### src/rtl/rbsa_pkg.sv
// Shared types and constants for the rounded box shadow alpha block.
// Standalone package; used by every rtl/ module but rbsa_isqrt.
`default_nettype none

package rbsa_pkg;

  // Field and register widths
  localparam int PIX_W     = 8;
  localparam int HALF_W    = 9;   // half-pixel coordinates and offsets
  localparam int Q16_W     = 16;  // radius and falloff coefficient
  localparam int SUMSQ_W   = 20;  // ox^2 + oy^2
  localparam int DIST_SHIFT = 14; // radicand = sum of squares * 16384
  localparam int DIST_W    = 18;  // Q10.8 distance
  localparam int DSQ_W     = 2 * DIST_W;
  localparam int PROD_W    = DSQ_W + Q16_W;
  localparam int EXPO_SHIFT = 28; // d^2 * coef -> Q4.4
  localparam int ALPHA_W   = 8;

  // Parameter defaults
  localparam int SPRITE_MAX_DEF = 256;
  localparam int EXP_DEPTH_DEF  = 256;
  localparam int TAYLOR_TERMS   = 20;

  // Configuration register indexes
  localparam int CFG_IDX_W = 2;
  localparam logic [CFG_IDX_W-1:0] CFG_CENTER  = 2'd0;
  localparam logic [CFG_IDX_W-1:0] CFG_INNER   = 2'd1;
  localparam logic [CFG_IDX_W-1:0] CFG_RADIUS  = 2'd2;
  localparam logic [CFG_IDX_W-1:0] CFG_FALLOFF = 2'd3;

  // Register reset values
  localparam logic [HALF_W-1:0] CENTER_RST  = 9'd52;
  localparam logic [HALF_W-1:0] INNER_RST   = 9'd2;
  localparam logic [Q16_W-1:0]  RADIUS_RST  = 16'd1280;
  localparam logic [Q16_W-1:0]  FALLOFF_RST = 16'd554;

  localparam logic [ALPHA_W-1:0] ALPHA_OPAQUE = 8'd255;

  typedef struct packed {
    logic [PIX_W-1:0] pixel_x;
    logic [PIX_W-1:0] pixel_y;
  } in_item_t;

  typedef struct packed {
    logic [ALPHA_W-1:0] alpha;
    logic               in_core;
  } out_item_t;

endpackage

`default_nettype wire

### src/rtl/rbsa_isqrt.sv
// Pipelined integer square root, STEPS root bits per register stage.
// No package dependency; instantiated by rounded_box_shadow_alpha.
`default_nettype none

module rbsa_isqrt #(
  parameter int ROOT_W = 18,
  parameter int STEPS  = 3
) (
  input  logic                clk,
  input  logic                rst_n,
  input  logic                in_valid,
  input  logic [2*ROOT_W-1:0] in_rad,
  output logic                out_valid,
  output logic [ROOT_W-1:0]   out_root
);

  localparam int STAGES = (ROOT_W + STEPS - 1) / STEPS;
  localparam int RW     = STAGES * STEPS;
  localparam int REM_W  = RW + 3;

  logic [STAGES-1:0] valid_r;
  logic [REM_W-1:0]  rem_r  [STAGES];
  logic [RW-1:0]     root_r [STAGES];
  logic [2*RW-1:0]   rad_r  [STAGES];

  for (genvar s = 0; s < STAGES; s++) begin : g_stage
    logic             v_in;
    logic [REM_W-1:0] rem_in;
    logic [RW-1:0]    root_in;
    logic [2*RW-1:0]  rad_in;
    logic [REM_W-1:0] rem_nxt;
    logic [RW-1:0]    root_nxt;
    logic [2*RW-1:0]  rad_nxt;

    if (s == 0) begin : g_first
      assign v_in    = in_valid;
      assign rem_in  = '0;
      assign root_in = '0;
      assign rad_in  = (2*RW)'(in_rad);
    end else begin : g_next
      assign v_in    = valid_r[s-1];
      assign rem_in  = rem_r[s-1];
      assign root_in = root_r[s-1];
      assign rad_in  = rad_r[s-1];
    end

    // One root bit per step: bring down two radicand bits, try 4*root+1.
    always_comb begin
      logic [REM_W-1:0] rem_sh;
      logic [REM_W-1:0] trial;
      rem_nxt  = rem_in;
      root_nxt = root_in;
      rad_nxt  = rad_in;
      for (int i = 0; i < STEPS; i++) begin
        rem_sh = {rem_nxt[REM_W-3:0], rad_nxt[2*RW-1 -: 2]};
        trial  = REM_W'({root_nxt, 2'b01});
        if (rem_sh >= trial) begin
          rem_nxt  = rem_sh - trial;
          root_nxt = {root_nxt[RW-2:0], 1'b1};
        end else begin
          rem_nxt  = rem_sh;
          root_nxt = {root_nxt[RW-2:0], 1'b0};
        end
        rad_nxt = {rad_nxt[2*RW-3:0], 2'b00};
      end
    end

    always_ff @(posedge clk) begin
      if (!rst_n) begin
        valid_r[s] <= 1'b0;
      end else begin
        valid_r[s] <= v_in;
      end
    end

    always_ff @(posedge clk) begin
      rem_r[s]  <= rem_nxt;
      root_r[s] <= root_nxt;
      rad_r[s]  <= rad_nxt;
    end
  end

  assign out_valid = valid_r[STAGES-1];
  assign out_root  = root_r[STAGES-1][ROOT_W-1:0];

endmodule

`default_nettype wire

### src/rtl/rbsa_exp_rom.sv
// Falloff table round(255*exp(-k*16/DEPTH)), built at elaboration, registered read.
// Depends on rbsa_pkg for widths and the series length.
`default_nettype none

module rbsa_exp_rom #(
  parameter int DEPTH = rbsa_pkg::EXP_DEPTH_DEF
) (
  input  logic                                clk,
  input  logic [$clog2(DEPTH)-1:0]            rd_idx,
  output logic [rbsa_pkg::ALPHA_W-1:0]        rd_data
);
  import rbsa_pkg::*;

  localparam longint unsigned ONE    = 64'd1 << 30;
  localparam longint unsigned HALF   = 64'd1 << 29;
  localparam longint unsigned STEP_X = (64'd16 << 30) / DEPTH;

  typedef logic [ALPHA_W-1:0] rom_t [DEPTH];

  // exp(-STEP_X) by a truncated Taylor series in Q2.30, then repeated products.
  function automatic rom_t build_rom();
    rom_t              tbl;
    longint unsigned   term;
    longint unsigned   e;
    longint unsigned   r;
    longint unsigned   a;
    longint            sum;
    term = ONE;
    sum  = longint'(ONE);
    e    = ONE;
    for (int n = 1; n <= TAYLOR_TERMS; n++) begin
      term = ((term * STEP_X) >> 30) / 64'(n);
      if (n % 2 == 1) begin
        sum = sum - longint'(term);
      end else begin
        sum = sum + longint'(term);
      end
    end
    r = (sum > 0) ? 64'(sum) : 64'd0;
    for (int k = 0; k < DEPTH; k++) begin
      a = (64'd255 * e + HALF) >> 30;
      tbl[k] = (a > 64'd255) ? ALPHA_OPAQUE : a[ALPHA_W-1:0];
      e = (e * r) >> 30;
    end
    return tbl;
  endfunction

  localparam rom_t ROM = build_rom();

  logic [ALPHA_W-1:0] data_r;

  always_ff @(posedge clk) begin
    data_r <= ROM[rd_idx];
  end

  assign rd_data = data_r;

endmodule

`default_nettype wire

### src/rtl/rounded_box_shadow_alpha.sv
// Rounded box shadow alpha: pixel coordinate in, Gaussian shadow coverage out.
// Depends on rbsa_pkg, rbsa_isqrt and rbsa_exp_rom.
//
// Usage:
//   Input beat: drive in_data (pixel_x, pixel_y) and raise start; the beat is
//   taken at a rising edge where start is high and busy is low. busy is high
//   only during reset and in the cycle that follows it, so a new pixel enters every cycle.
//   Result beat: out_valid marks out_data (alpha, in_core) for one cycle. The
//   receiver cannot stall; every accepted pixel yields exactly one result,
//   in order.
//   Throughput is one pixel per clock. The pipeline holds the offset and
//   squaring stages, six square root stages of three root bits each, and the
//   distance, d squared, falloff product, exponent and table read stages.
//   Configuration: cfg_we, cfg_index and cfg_wdata write one register per
//   edge (0 center, 1 inner half size, 2 corner radius, 3 falloff); write
//   only while no pixel is in flight.
//   Reset (synchronous, rst_n low) restores the register defaults and empties
//   the pipeline; the falloff table is a constant and needs no fill.
`default_nettype none

module rounded_box_shadow_alpha #(
  parameter int SPRITE_MAX      = rbsa_pkg::SPRITE_MAX_DEF,
  parameter int EXP_TABLE_DEPTH = rbsa_pkg::EXP_DEPTH_DEF
) (
  input  logic                               clk,
  input  logic                               rst_n,
  input  logic                               start,
  output logic                               busy,
  input  rbsa_pkg::in_item_t                 in_data,
  output logic                               out_valid,
  output rbsa_pkg::out_item_t                out_data,
  input  logic                               cfg_we,
  input  logic [rbsa_pkg::CFG_IDX_W-1:0]     cfg_index,
  input  logic [rbsa_pkg::Q16_W-1:0]         cfg_wdata
);
  import rbsa_pkg::*;

  localparam int IDX_W = $clog2(EXP_TABLE_DEPTH);
  localparam int TIX_W = 8 + $clog2(EXP_TABLE_DEPTH + 1);
  localparam logic [HALF_W-1:0] P_MAX = HALF_W'(SPRITE_MAX - 1);
  localparam int RAD_PAD = 2 * DIST_W - SUMSQ_W - DIST_SHIFT;
  localparam int LATENCY = 13;

  // ---------------- configuration ----------------
  logic [HALF_W-1:0] center_r;
  logic [HALF_W-1:0] inner_r;
  logic [Q16_W-1:0]  radius_r;
  logic [Q16_W-1:0]  falloff_r;
  logic              busy_r;

  always_ff @(posedge clk) begin
    if (!rst_n) begin
      center_r  <= CENTER_RST;
      inner_r   <= INNER_RST;
      radius_r  <= RADIUS_RST;
      falloff_r <= FALLOFF_RST;
    end else if (cfg_we) begin
      unique case (cfg_index)
        CFG_CENTER:  center_r  <= cfg_wdata[HALF_W-1:0];
        CFG_INNER:   inner_r   <= cfg_wdata[HALF_W-1:0];
        CFG_RADIUS:  radius_r  <= cfg_wdata;
        CFG_FALLOFF: falloff_r <= cfg_wdata;
        default: ;
      endcase
    end
  end

  always_ff @(posedge clk) begin
    if (!rst_n) begin
      busy_r <= 1'b1;
    end else begin
      busy_r <= 1'b0;
    end
  end

  assign busy = busy_r;

  logic in_acc;
  assign in_acc = start & ~busy_r;

  // ---------------- stage A: per-axis offsets ----------------
  function automatic logic [HALF_W-1:0] axis_ofs(input logic [PIX_W-1:0] p,
                                                 input logic [HALF_W-1:0] ctr,
                                                 input logic [HALF_W-1:0] inner);
    logic [HALF_W-1:0] pc;
    logic [HALF_W-1:0] pos;
    logic [HALF_W-1:0] a;
    pc  = (HALF_W'(p) > P_MAX) ? P_MAX : HALF_W'(p);
    pos = {pc[HALF_W-2:0], 1'b1};
    a   = (pos >= ctr) ? pos - ctr : ctr - pos;
    return (a > inner) ? a - inner : '0;
  endfunction

  logic              v_a_r;
  logic [HALF_W-1:0] ox_a_r;
  logic [HALF_W-1:0] oy_a_r;

  always_ff @(posedge clk) begin
    ox_a_r <= axis_ofs(in_data.pixel_x, center_r, inner_r);
    oy_a_r <= axis_ofs(in_data.pixel_y, center_r, inner_r);
  end

  // ---------------- stage B: sum of squares ----------------
  logic               v_b_r;
  logic [SUMSQ_W-1:0] sum_sq_r;

  always_ff @(posedge clk) begin
    sum_sq_r <= SUMSQ_W'(18'(ox_a_r) * 18'(ox_a_r)) + SUMSQ_W'(18'(oy_a_r) * 18'(oy_a_r));
  end

  // ---------------- square root pipeline ----------------
  logic              v_q;
  logic [DIST_W-1:0] dist_q;

  rbsa_isqrt #(
    .ROOT_W (DIST_W),
    .STEPS  (3)
  ) u_isqrt (
    .clk       (clk),
    .rst_n     (rst_n),
    .in_valid  (v_b_r),
    .in_rad    ({{RAD_PAD{1'b0}}, sum_sq_r, {DIST_SHIFT{1'b0}}}),
    .out_valid (v_q),
    .out_root  (dist_q)
  );

  // ---------------- stage D: distance past the corner ----------------
  logic              v_d_r;
  logic              core_d_r;
  logic [DIST_W-1:0] d_d_r;

  always_ff @(posedge clk) begin
    core_d_r <= (dist_q <= DIST_W'(radius_r));
    d_d_r    <= dist_q - DIST_W'(radius_r);
  end

  // ---------------- stage E: d squared ----------------
  logic             v_e_r;
  logic             core_e_r;
  logic [DSQ_W-1:0] dsq_e_r;

  always_ff @(posedge clk) begin
    core_e_r <= core_d_r;
    dsq_e_r  <= DSQ_W'(d_d_r) * DSQ_W'(d_d_r);
  end

  // ---------------- stage F: times falloff ----------------
  logic              v_f_r;
  logic              core_f_r;
  logic [PROD_W-1:0] prod_f_r;

  always_ff @(posedge clk) begin
    core_f_r <= core_e_r;
    prod_f_r <= PROD_W'(dsq_e_r) * PROD_W'(falloff_r);
  end

  // ---------------- stage G: Q4.4 exponent and table index ----------------
  logic              v_g_r;
  logic              core_g_r;
  logic [IDX_W-1:0]  idx_g_r;
  logic [PROD_W:0]   expo_rnd;
  logic [PROD_W-EXPO_SHIFT:0] expo_full;
  logic [7:0]        expo;
  logic [TIX_W-1:0]  tix;

  always_comb begin
    expo_rnd  = (PROD_W+1)'(prod_f_r) + ((PROD_W+1)'(1) << (EXPO_SHIFT - 1));
    expo_full = expo_rnd[PROD_W:EXPO_SHIFT];
    // saturate at 15.9375
    expo      = (expo_full > (PROD_W-EXPO_SHIFT+1)'(255)) ? 8'hFF : expo_full[7:0];
    tix       = TIX_W'(expo) * TIX_W'(EXP_TABLE_DEPTH);
  end

  always_ff @(posedge clk) begin
    core_g_r <= core_f_r;
    idx_g_r  <= tix[8 +: IDX_W];
  end

  // ---------------- stage H: table read ----------------
  logic               v_h_r;
  logic               core_h_r;
  logic [ALPHA_W-1:0] rom_alpha;

  rbsa_exp_rom #(
    .DEPTH (EXP_TABLE_DEPTH)
  ) u_exp_rom (
    .clk     (clk),
    .rd_idx  (idx_g_r),
    .rd_data (rom_alpha)
  );

  always_ff @(posedge clk) begin
    core_h_r <= core_g_r;
  end

  // ---------------- valid bits ----------------
  always_ff @(posedge clk) begin
    if (!rst_n) begin
      v_a_r <= 1'b0;
      v_b_r <= 1'b0;
      v_d_r <= 1'b0;
      v_e_r <= 1'b0;
      v_f_r <= 1'b0;
      v_g_r <= 1'b0;
      v_h_r <= 1'b0;
    end else begin
      v_a_r <= in_acc;
      v_b_r <= v_a_r;
      v_d_r <= v_q;
      v_e_r <= v_d_r;
      v_f_r <= v_e_r;
      v_g_r <= v_f_r;
      v_h_r <= v_g_r;
    end
  end

  assign out_valid        = v_h_r;
  assign out_data.alpha   = core_h_r ? ALPHA_OPAQUE : rom_alpha;
  assign out_data.in_core = core_h_r;

  // ---------------- assertions ----------------
  a_beat_out: assert property (@(posedge clk) disable iff (!rst_n)
    in_acc |-> ##LATENCY out_valid)
    else $error("accepted pixel produced no result beat");

  a_no_phantom: assert property (@(posedge clk) disable iff (!rst_n)
    out_valid |-> $past(in_acc, LATENCY))
    else $error("result beat without an accepted pixel");

  a_core_opaque: assert property (@(posedge clk) disable iff (!rst_n)
    (out_valid && out_data.in_core) |-> (out_data.alpha == ALPHA_OPAQUE))
    else $error("core pixel is not fully opaque");

  a_stage_chain: assert property (@(posedge clk) disable iff (!rst_n)
    v_g_r |=> v_h_r)
    else $error("valid bit lost between exponent and table stages");

endmodule

`default_nettype wire

### config.mk
export PLATFORM = sky130hd
export DESIGN_NAME = rounded_box_shadow_alpha
export DESIGN_NICKNAME = d
export VERILOG_FILES = /design/src/rtl/rbsa_pkg.sv /design/src/rtl/rbsa_isqrt.sv /design/src/rtl/rbsa_exp_rom.sv /design/src/rtl/rounded_box_shadow_alpha.sv
export SDC_FILE = /design/constraint.sdc
export NUM_CORES = 2
export LEC_CHECK = 0
export BUFFER_PORTS_ARGS = -buffer_cell sky130_fd_sc_hd__buf_2
export CAP_MARGIN = 20
export CORE_ASPECT_RATIO = 1.25
export CORE_UTILIZATION = 60
export CTS_BUF_LIST = sky130_fd_sc_hd__clkbuf_16
export CTS_CLUSTER_DIAMETER = 120
export DETAILED_ROUTE_END_ITERATION = 8
export PLACE_DENSITY = 0.82
export SLEW_MARGIN = 5
export SYNTH_ARGS = -nofsm -noshare
export SYNTH_HDL_FRONTEND = slang
export SYNTH_SLANG_ARGS = --single-unit
### constraint.sdc
create_clock -name clk -period 7.35 [get_ports clk]
set_input_delay 0.735 -clock clk [delete_from_list [all_inputs] [get_ports clk]]
set_output_delay 0.735 -clock clk [all_outputs]
set_load 0.02 [all_outputs]
==> results.md <==
- The layout has 6601 filler cells.
- TritonCTS built the clock tree.
- The standard-cell row count is 119.
- Counting stages on the worst path, the most repeated cell is a21oi_2.
- Summed over all nets, the half-perimeter wirelength after detailed placement is 103100 µm.
- The combined area of all synthesized cells is 0.05085 mm².
- The area growth from synthesis to final layout is 7.162%.
- The number of maximum-capacitance constraint violations is 0.
- The die is 327.5 µm tall.
- The clock drives 366 sinks.
- The count of buffers from port buffering is 48.
- In this run the most critical hold path is launched from sum_sq_r[12].
- The initial antenna violation count came to 18.
- The number of warnings issued by yosys is 0.
- The core region is 0.08412 mm².
- The largest net degree at the start of global routing is 35.
- The weighted congestion at the end of routability-driven global placement is 0.9663.
- At the later pin of the worst-skew pair, clock insertion delay measures 620 ps.
- The initial core utilization is 60.45%.
- No sink is reached through more buffers than the 3 on the longest clock path.
- The overall die area is 0.08593 mm².
- The total count of max-transition violations in the final report is 0.
- 49 I/O pins were placed.
- Summed over all failing endpoints, the final setup total negative slack is 0 ps.
- The average wire per standard cell is 18.21 µm.
- The first-pass GRT wire length is 207900 µm.
- The H-tree was split into 2 levels.
- The final layout net count is 7187.
- The number of routed nets with antenna violations is 0.
- Global routing used 30.08% of the available tracks across all layers.
- The number of placed instances with taps included is 6879.
- Counting flops and latches in the post-synthesis netlist gives 366.
- For this run, the top clock speed supported by timing is 142.2 MHz.
- Of the available clock period, the critical path in the final layout requires 95.65%.
- The required time at the endpoint of the critical path is 7840 ps.
- The cell sitting at the root of the clock tree is a clkbuf_16.
- The tightest min-delay check is of the flop to flop type.
- Across the routed clock network, the largest skew measured is 24.67 ps.
- The first routing iteration left 2772 violations.
- The master of the slowest instance on the critical path is or4b_2.
- The flow ran to the end, and the final reports show no timing, DRC or antenna violations.
- Clock tree synthesis inserted a total of 43 buffers.
- For this run the aggregate overflow at the end of global routing stands at 0.
- For this run, design rule violations remaining after detail routing come to 0.
- In this run the worst path has a maximum fanout of 23.
- Setup slack on the critical path of the routed design comes to 319.6 ps.
- The worst register-to-register path begins at u_isqrt.root_r[2][6].
- The post-CTS clock slew at the launch and capture registers of the worst setup and hold paths is 70 ps.
- In this design, the stage delay of the slowest critical-path cell is 660 ps.
- The via count of the first global-routing pass is 42512.
- The worst slew margin relative to its limit is 24.47%.
- The critical path launch point type is a flop.
- The first-pass iteration count of the detailed router is 7.
- The post-route netlist has 6.928% of its cells at a drive strength greater than 1.
- The time the final worst path needs with I/O delays and setup is 7030 ps.
- The width of the die is 262.4 µm.
- The final number of hold-violating endpoints is 0.
- The most used flip-flop cell after synthesis is dfxtp_1.
- Of all flip-flops after synthesis, the portion carrying an async set or reset was 0%.
- Of the synthesized area, sequential elements account for 14.41%.
- Dividing the synthesized area by the synthesized cell count gives 8.780 µm².
- The total number of vias is 39885.
- The post-synthesis cell count is 5792.
- After detailed routing, the number of vias per cell comes to 5.720.
- The filler-free cell count of the finished design is 6973.
- The transition time at the pin with the least slew margin is 1131 ps.
- The kind of capture point of the worst setup path is a flop.
- Tracing the worst setup path back leads to its startpoint at u_isqrt.root_r[2][6].
- OpenSTA, run right after detailed placement, puts the worst setup slack at -136.4 ps.
- The critical setup path kind is flop to flop.
- STA puts the critical path data arrival time at 7520 ps.
- Yosys mapped a number of flops with a built-in enable equal to 0.
- The unique cell type count in the Yosys netlist is 108.
- The setup-violating endpoint count in the final report is 0.
- After detailed routing, the total wire length is 127000 µm.
- The hold slack is 325.2 ps.
synth_stat cells (7+ instances only):
master,number,area share (%)
inv_1,993,7.3
fa_1,787,31
nand2_1,772,5.7
ha_1,522,13
dfxtp_1,366,14
and2_1,297,3.7
nor2_1,294,2.2
a21oi_1,272,2.7
o21ai_0,180,1.8
clkbuf_1,172,1.3
xnor2_1,154,2.7
xor2_1,110,1.9
a21o_1,73,1.1
nor3_1,68,0.67
nand3_1,58,0.57
nor2b_1,50,0.62
nand2b_1,36,0.44
a211oi_1,34,0.50
and3_1,34,0.42
o21a_1,33,0.49
mux2_2,29,0.64
or3_1,29,0.36
mux2i_1,27,0.53
nand4_1,27,0.33
o211ai_1,26,0.38
a31oi_1,25,0.31
o21bai_1,25,0.37
o31ai_1,22,0.32
or2_2,21,0.26
a21boi_0,15,0.22
nor4_1,14,0.17
nor3b_1,13,0.19
and4_1,11,0.19
o22ai_1,10,0.12
nand3b_1,9,0.13
buf_2,8,0.079
a2111oi_0,7,0.12
a211o_1,7,0.12
path summary, 6_finish.rpt:
path | cells after the start | slack (ps) | end
max | 31 | 320 | u_isqrt.rem_r[3][11]
max reg2reg | 31 | 320 | u_isqrt.rem_r[3][11]
min | 0 | 330 | u_isqrt.rad_r[0][26]
min reg2reg | 0 | 330 | u_isqrt.rad_r[0][26]
through the flow:
stage                     utilization (%)  instance area [µm²]
after global routing                64.76                54480
after global placement              62.76                52790
after detailed placement            62.76                52790
after CTS                           64.50                54260
final                               64.78                54490
after floorplan                         -                50890
critical path, delay by kind of cell (launching register included):
kind	cells	cell delay, ps
AND/OR/NAND/NOR	11	2760
buffers and inverters	3	440
AO/OA/AOI/OAI	13	2150
multiplexers	1	300
adder cells (fa/ha/maj)	3	920
flip-flops	1	320
routing by layer:
layer / up-vias / wire length, µm / track usage, %
li1: 18493 / - / -
met5: - / 86 / 0
met4: 16 / 7536 / 17.06
met3: 473 / 8214 / 5.089
met1: 19615 / 45930 / 33.03
met2: 1288 / 65200 / 54.91
what timing repair did:
action	4_1_cts	5_1_grt
pin swaps	3	10
setup endpoints to repair	15	41
cloned	0	0
resized for setup	3	63
setup buffers	3	2
hold buffers	0	0
state kept, by name (all words and copies together), names as in the netlist, 5 cells and up:
name                  cells
u_isqrt.rad_r            30
idx_g_r                   8
u_isqrt.root_r           57
radius_r                 16
prod_f_r                 25
falloff_r                16
ox_a_r                    9
center_r                  9
sum_sq_r                 19
inner_r                   9
u_exp_rom.rd_data         8
dsq_e_r                  35
oy_a_r                    9
u_isqrt.g_stage.v_in      5
u_isqrt.rem_r            79
d_d_r                    18
layout by cell type (no fill, tap or decap), drive strengths merged, types with 13 or more instances in the layout:
master and instances:
clkbuf 43, and3 34, nor3 70, o211ai 28
inv 1006, or3 30, a21oi 272, dfxtp 366
nor4 14, a21boi 15, ha 522, nand2b 38
and2 299, o31ai 25, nor2b 50, o21ai 187
xnor2 154, a31oi 26, or2 22, xor2 110
buf 190, nor2 296, nor3b 13, nand4 27
nand2 774, fa 787, a211oi 36, a21o 73
mux2 30, o21a 33, nand3 58, mux2i 27
o21bai 25, clkinv 21
cell type report:
| cell class | instances | area, µm² | area share (%) |
|---|---|---|---|
| antenna | 9 | 22.52 | 0.04133 |
| clock inverter | 37 | 360.3 | 0.6612 |
| sequential | 366 | 7353 | 13.49 |
| timing repair buffer | 190 | 1346 | 2.470 |
| multi-input combinational | 4241 | 39220 | 71.97 |
| tap | 1089 | 1363 | 2.500 |
| clock buffer | 43 | 1076 | 1.975 |
| inverter | 998 | 3751 | 6.883 |
kinds of logic (layout without fill, tap and decap cells):
| family | Yosys count | in the layout | share of synthesized area [%] |
|---|---|---|---|
| fa+ha+maj | 1309 | 1309 | 43.83 |
| xor+xnor | 264 | 264 | 4.547 |
| simple gates | 1771 | 1771 | 16.57 |
| mux | 57 | 57 | 1.203 |
| buf+inv | 1188 | 1268 | 8.870 |
| flops | 366 | 366 | 14.41 |
| other cells | 2 | 14 | 0.01477 |
| compound gates | 835 | 835 | 10.56 |
Power is left out: the tool's default activity adds up to more than one toggle a clock period on the data nets, which glitch-free logic cannot reach.
